File: src/rtl/tba_pkg.sv
// Shared types and constants for the trade bar aggregator.
// No dependencies; every other file in rtl/ imports this package.
`default_nettype none

package tba_pkg;

  // Defaults for the top-level parameters
  localparam int NUM_INSTRUMENTS_DEF = 64;
  localparam int PRICE_BITS_DEF      = 32;

  // Fixed field widths of the request and result channels
  localparam int SLOT_W   = 6;
  localparam int TIME_W   = 32;
  localparam int PX_W     = 32;
  localparam int QTY_W    = 32;
  localparam int VOL_W    = 48;
  localparam int CNT_W    = 32;
  localparam int PERIOD_W = 12;

  // Bucket length after reset, in seconds
  localparam logic [PERIOD_W-1:0] BUCKET_SECONDS_RST = 12'd60;

  // Quotient bits retired per cycle by the modulo unit
  localparam int DIV_STEPS = 4;

  // Request operation codes
  localparam logic OP_TRADE = 1'b0;
  localparam logic OP_QUOTE = 1'b1;

  typedef struct packed {
    logic              operation;
    logic [SLOT_W-1:0] instrument_index;
    logic [TIME_W-1:0] event_time;
    logic [PX_W-1:0]   trade_price;
    logic [QTY_W-1:0]  trade_quantity;
    logic [PX_W-1:0]   bid_price;
    logic [PX_W-1:0]   ask_price;
  } in_item_t;

  typedef struct packed {
    logic [SLOT_W-1:0] bar_instrument;
    logic [TIME_W-1:0] bar_bucket_start;
    logic [PX_W-1:0]   open_px;
    logic [PX_W-1:0]   close_px;
    logic [PX_W-1:0]   high_px;
    logic [PX_W-1:0]   low_px;
    logic [VOL_W-1:0]  total_volume;
    logic [CNT_W-1:0]  trade_count;
    logic [PX_W-1:0]   last_bid;
    logic [PX_W-1:0]   last_ask;
    logic              last_of_run;
  } out_bar_t;

  // Strobes from the sequencer to the bar/quote store
  typedef struct packed {
    logic rd_en;
    logic bar_we;
    logic quote_we;
    logic clr_bars;
  } store_ctl_t;

endpackage

`default_nettype wire

File: src/rtl/tba_div.sv
// Iterative modulo unit: bucket start = time - (time mod period).
// Uses tba_pkg for widths and the number of bits retired per cycle.
`default_nettype none

module tba_div (
  input  logic                          clk,
  input  logic                          rst_n,
  input  logic                          start,
  input  logic [tba_pkg::TIME_W-1:0]    dividend,
  input  logic [tba_pkg::PERIOD_W-1:0]  divisor,
  output logic                          done,
  output logic [tba_pkg::TIME_W-1:0]    bucket
);
  import tba_pkg::*;

  localparam int ITERS  = TIME_W / DIV_STEPS;
  localparam int ITER_W = (ITERS > 1) ? $clog2(ITERS) : 1;

  logic                busy_r;
  logic                done_r;
  logic [ITER_W-1:0]   cnt_r;
  logic [TIME_W-1:0]   dvd_r;
  logic [TIME_W-1:0]   t_r;
  logic [PERIOD_W-1:0] dsr_r;
  logic [PERIOD_W-1:0] rem_r;
  logic [PERIOD_W-1:0] rem_step;
  logic [PERIOD_W:0]   trial;
  logic [TIME_W-1:0]   bucket_r;

  // Restoring division, DIV_STEPS dividend bits per cycle
  always_comb begin
    rem_step = rem_r;
    trial    = '0;
    for (int k = 0; k < DIV_STEPS; k++) begin
      trial = {rem_step, dvd_r[TIME_W-1-k]};
      if (trial >= {1'b0, dsr_r}) begin
        rem_step = PERIOD_W'(trial - {1'b0, dsr_r});
      end else begin
        rem_step = trial[PERIOD_W-1:0];
      end
    end
  end

  // Control
  always_ff @(posedge clk) begin
    if (!rst_n) begin
      busy_r <= 1'b0;
      done_r <= 1'b0;
      cnt_r  <= '0;
    end else begin
      done_r <= 1'b0;
      if (start) begin
        busy_r <= 1'b1;
        cnt_r  <= '0;
      end else if (busy_r) begin
        cnt_r <= cnt_r + 1'b1;
        if (cnt_r == ITER_W'(ITERS - 1)) begin
          busy_r <= 1'b0;
          done_r <= 1'b1;
        end
      end
    end
  end

  // Datapath
  always_ff @(posedge clk) begin
    if (start) begin
      dvd_r <= dividend;
      t_r   <= dividend;
      dsr_r <= divisor;
      rem_r <= '0;
    end else if (busy_r) begin
      dvd_r <= dvd_r << DIV_STEPS;
      rem_r <= rem_step;
      if (cnt_r == ITER_W'(ITERS - 1)) begin
        bucket_r <= t_r - TIME_W'(rem_step);
      end
    end
  end

  assign done   = done_r;
  assign bucket = bucket_r;

endmodule

`default_nettype wire

File: config.mk
export PLATFORM = sky130hd
export DESIGN_NAME = tba_div
export DESIGN_NICKNAME = d
export VERILOG_FILES = /design/src/rtl/tba_pkg.sv /design/src/rtl/tba_div.sv
export SDC_FILE = /design/constraint.sdc
export NUM_CORES = 1
export LEC_CHECK = 0
export ABC_CLOCK_PERIOD_IN_PS = 25900
export BUFFER_PORTS_ARGS = -buffer_cell sky130_fd_sc_hd__buf_2
export CORE_UTILIZATION = 55
export CTS_CLUSTER_DIAMETER = 120
export DETAILED_ROUTE_END_ITERATION = 8
export GPL_TIMING_DRIVEN = 0
export PLACE_DENSITY = 0.72
export RECOVER_POWER = 50
export SYNTH_ARGS = -nofsm -noshare
export SYNTH_HDL_FRONTEND = slang
export SYNTH_SLANG_ARGS = --single-unit
File: constraint.sdc
create_clock -name clk -period 25.9 [get_ports clk]
set_input_delay 7.77 -clock clk [delete_from_list [all_inputs] [get_ports clk]]
set_output_delay 7.77 -clock clk [all_outputs]
set_load 0.05 [all_outputs]
Word-level counts from Yosys, hierarchy flattened. Cells that the tools add are included. W data, S select, Z words.

Logic and storage cells: 36. Output and inout bits: 33. Latch bits: 0. Memory bits (read-only): 0. RAM bits: 0. Register bits: 125. Input port bits: 47. Memories: 0.

Muxes and demuxes: 10. Add/subtract/negate cells: 6. Div/mod/pow operators: 0. Eq/ne operators: 1. $lt $le $gt $ge: 4. Shift-type cells: 0. Multiply operators: 0. Reductions and logical operators: 4. Bitwise logic cells: 3.

Operators with widths (count): $mux W32 (2); $ge A13 B12 Y1 (4); $mux W12 (4); $sub A12 B12 Y12 (4); $sub A32 B12 Y32 (1); $mux W1 (4); $add A3 B1 Y3 const B (1); $eq A3 B3 Y1 const B (1); $not A1 Y1 (3); $reduce_and A3 Y1 (1); $reduce_or A3 Y1 (1); $reduce_bool A2 Y1 (1); $reduce_or A2 Y1 (1).

Longest topological paths before layout.
Word-level depth: 9. Mapped depth: 57. Depth with buffers taken out: 53.

Worst setup path after synthesis. No wires, ideal clock.

Path kind: reg-to-reg. Start: reg dsr_r[10]. End: reg bucket_r[27] (netlist: bucket[27]), data pin. Cell stages (with the launch flop): 54. Data arrival time: 11.552 ns. Period minus slack after synthesis: 11.824 ns. Buffers on the path: 6. Setup slack: 14.076 ns. Cell sequence: edfxtp_1 > inv_1 > ha_1 > buf_2 > a21o_1 > a211o_1 > a211oi_2 > o21ai_1 > o21ai_0 > inv_1 > ha_1 > nor2b_1 > o211ai_1 > a31oi_1 > o32a_1 > a41o_1 > or2_1 > buf_2 > (+18 left out) > nor3_1 > a32o_1 > a21o_1 > buf_4 > buf_2 > mux2i_1 > inv_1 > ha_1 > a21o_1 > nor2_1 > a211oi_1 > o221ai_1 > a2111oi_2 > a2111oi_2 > o21ai_1 > a32o_1 > a2111oi_2 > xor2_1.

Longest elaborated chain between the ends: 9. Elaborated cells on any way between the ends: 13.

Ends and longest elaborated chain: from (decl) (line tba_div.sv:24) `logic [PERIOD_W-1:0] dsr_r;`; from (signal assigned) (line tba_div.sv:70) `dsr_r <= divisor;`; $sub A12 B12 Y12 / $ge A13 B12 Y1 (equally long branches) (line tba_div.sv:37, tba_div.sv:36); $mux W12 (line tba_div.sv:36) `if (trial >= {1'b0, dsr_r}) begin`; $sub A12 B12 Y12 / $ge A13 B12 Y1 (equally long branches) (line tba_div.sv:37, tba_div.sv:36); $mux W12 (line tba_div.sv:36); $ge A13 B12 Y1 / $sub A12 B12 Y12 (equally long branches) (line tba_div.sv:36, tba_div.sv:37); $mux W12 (line tba_div.sv:36); $sub A12 B12 Y12 / $ge A13 B12 Y1 (equally long branches) (line tba_div.sv:37, tba_div.sv:36); $mux W12 (*) (line tba_div.sv:36); named net rem_step[1] (line tba_div.sv:26) `logic [PERIOD_W-1:0] rem_step;`; $sub A32 B12 Y32 (*) (line tba_div.sv:76) `bucket_r <= t_r - TIME_W'(rem_step);`; to (signal assigned) (line tba_div.sv:76); to (decl) (line tba_div.sv:28) `logic [TIME_W-1:0] bucket_r;`.

The timed path passes the listed nets; every way through them passes the cells marked *. A chain may end at the register's enable or synchronous reset.

Final worst setup path.
Start: reg dsr_r[10]. End: reg bucket_r[18] (netlist: bucket[18]), data pin.

Longest elaborated chain between the ends: 9. Elaborated cells on any way between the ends: 13.

Ends and longest elaborated chain (line): $sub A12 B12 Y12 / $ge A13 B12 Y1 (equally long branches) (tba_div.sv:37, tba_div.sv:36); $mux W12 (tba_div.sv:36); $sub A12 B12 Y12 / $ge A13 B12 Y1 (equally long branches) (tba_div.sv:37, tba_div.sv:36); $mux W12 (tba_div.sv:36); $ge A13 B12 Y1 / $sub A12 B12 Y12 (equally long branches) (tba_div.sv:36, tba_div.sv:37); $mux W12 (tba_div.sv:36); $ge A13 B12 Y1 (*) (tba_div.sv:36); $mux W12 (*) (tba_div.sv:36); named net rem_step[0] (tba_div.sv:26); $sub A32 B12 Y32 (*) (tba_div.sv:76).

Marked as above.

==> impl_metrics.json <==
{
  "crit_top_cell": "ha_1",
  "first_global_vias": 5988,
  "skew_ns": 0.01645,
  "critPathMaxFanout": 10,
  "grt_util_met1_pct": 38.19,
  "drcViolationCount": 0,
  "critPathLaunchType": "register",
  "worst_ep_required_time_ns": 26.04,
  "cts_sinks": 125,
  "use_met2_pct": 43.92,
  "endpoint_kind": "register",
  "clockBufferDepth": 2,
  "synth_area_per_cell_um2": 10.61,
  "numCtsBuffers": 17,
  "holdCritPathClass": "register to register",
  "grt_max_degree": 48,
  "finalHoldViolCount": 0,
  "drtIter0Drc": 472,
  "wl_per_cell_um": 19.62,
  "synth.most_common_cell": "edfxtp_1",
  "layout-area-overhead-vs-synth_pct": 13.73,
  "via_count": 6296,
  "synth_top_area_share_pct": 40.15,
  "core_um2": 14100,
  "path_class": "register to register",
  "grt-ovfl-total": 0,
  "setup_viol": 0,
  "diodes": 0,
  "initial_core_util_pct": 57.30,
  "arrival_ns": 15.21,
  "htreeDepth": 4,
  "async_reset_ff_share_pct": 0,
  "grt_pass1_wl_um": 31440,
  "fin_crit_ns": 15.07,
  "dieHeight_um": 123.2,
  "nets": 966,
  "rsz0062_at_grt": "false",
  "antenna_found_initial": 0,
  "violations": "capacitance limit, slew limit",
  "clkTransAtPathRegs_ns": 0.05,
  "syn_nets": 868,
  "drt_first_pass_iters": 5,
  "grtUsageMet3_pct": 6.873,
  "place_congestion": 0.9530,
  "yosysUniqueCellTypes": 73,
  "viasPerCell": 5.985,
  "hold_buffers": 0,
  "dp_hpwl_um": 15570,
  "postCtsSetupBuffers": 0,
  "netlist_instances": 761,
  "cts_tree": "built",
  "fmax_mhz": 66.37,
  "die_width_um": 123.2,
  "ys_seq_area_share_pct": 44.37,
  "drv_cap": 1,
  "tightest_slew_ns": 2.562,
  "cts_resized": 0,
  "finalWirelength_um": 20640,
  "period_share_pct": 58.18,
  "grt_usage_pct": 28.26,
  "insertion_delay_ns": 0.42,
  "maxSlewViolCount": 48,
  "ys.flop_type": "edfxtp_1",
  "final_layout_size_suffix_gt1_share_pct": 13.65,
  "die-area_um2": 15170,
  "ys_ff_latch": 125,
  "slew_headroom_pct": -70.78,
  "netlist_area_um2": 8076,
  "tns_ns": 0,
  "synth-edff-count": 108,
  "grt-busiest-layer": "met2",
  "io_buffers": 79,
  "slowest_stage": "o41ai_1",
  "ant_nets": 0,
  "critical-path-max-stage-delay_ns": 0.91,
  "num_rows": 43,
  "ys.warnings.count": 0,
  "synthTopCellsByCount": "edfxtp_1, nor2_1, inv_1, nand2_1, ha_1",
  "synth.area.top_cells": "edfxtp_1, ha_1, mux2_2",
  "status": "complete, but fails checks",
  "cts_root_buf": "clkbuf_16",
  "netlist.top_cell.by_area": "edfxtp_1",
  "pin_count": 80
}
-- critical path: cells and delay by family (launching register included) --
family                     cells  cell delay [ns]
DFF                            1             0.38
muxes                          3             0.95
and+or+nand+nor               11             1.80
adders and majority gates      7             2.28
buffers and inverters          9             2.02
xor gates and xnor gates       1             0.18
AOI/OAI and AO/OA             23             7.12
-- through the flow --
| stage | utilization (%) | hold slack [ns] | instances | setup slack, ns | area, µm² |
|---|---|---|---|---|---|
| floorplan | - | 0.4647 | 761 | 14.08 | 8077 |
| global placement | 61.70 | 0.4781 | 1020 | 11.46 | 8697 |
| detailed placement | 61.71 | 0.5170 | 1020 | 11.21 | 8698 |
| CTS | 65.62 | 0.5330 | 1052 | 11.11 | 9250 |
| global route | 65.16 | 0.5526 | 1052 | 9.600 | 9185 |
| finish | 65.16 | 0.5282 | 1052 | 10.83 | 9185 |
-- state kept, by name (all words and copies together), names as in the netlist --
name,count
bucket,32
dvd_r,32
t_r,32
dsr_r,12
rem_r,12
cnt_r,3
busy_r,1
done,1
-- cells by family (layout without fill, tap and decap cells) --
kind of cell,after synthesis,after routing,synth area share [%]
XOR/XNOR,65,65,7.049
multiplexers,53,53,7.266
AO/OA/AOI/OAI,172,172,14.95
buffers and inverters,74,185,3.594
flip-flops,125,125,44.37
AND/OR/NAND/NOR,207,207,12.39
adder cells (fa/ha/maj),65,65,10.38
-- placed cells by master (no fill, tap or decap), types with 6 or more instances in the layout --
master | synthesis | routed
nand2_1 | 57 | 57
inv_1 | 57 | 57
a211oi_1 | 15 | 15
o211ai_1 | 9 | 9
xor2_1 | 27 | 27
nor2_1 | 60 | 60
xnor2_1 | 38 | 38
o21ai_0 | 30 | 30
nor3_1 | 18 | 18
o21a_1 | 7 | 7
o31ai_1 | 7 | 7
nand2b_1 | 10 | 10
ha_1 | 55 | 55
nand4_1 | 6 | 6
buf_2 | 4 | 31
mux2_2 | 38 | 38
a21o_1 | 11 | 11
clkbuf_1 | 11 | 68
a21boi_0 | 6 | 6
clkbuf_16 | 0 | 19
dfxtp_1 | 17 | 17
edfxtp_1 | 108 | 108
a21oi_1 | 39 | 39
mux2i_1 | 13 | 13
nand3_1 | 7 | 7
nor2b_1 | 12 | 12
and2_1 | 9 | 9
-- final cells by class --
type	instances	area [µm²]
Inverter	57	214.0
Clock inverter	8	57.56
Buffer	17	76.32
Timing Repair Buffer	79	330.3
Multi-Input combinational cell	562	4204
Clock buffer	24	494.2
Sequential cell	125	3583
Tap cell	180	225.2
Fill cell	1126	4911
-- final timing paths --
kind	from	end	slack (ns)	cells past startpoint
setup reg to reg	dsr_r[10]	bucket[18]	10.83	54
hold / removal	cnt_r[2]	cnt_r[2]	0.53	2
setup / recovery	dsr_r[10]	bucket[18]	10.83	54
hold reg to reg	cnt_r[2]	cnt_r[2]	0.53	2
-- metal layers --
metal	routed length (µm)	part of all wire, %
met1	9262	45
met2	9478	46
met4	564	2.7
met5	0	0
met3	1338	6.5
Power is not shown: default switching activity piles up to over one toggle a cycle in this logic, so the estimate is an artifact.
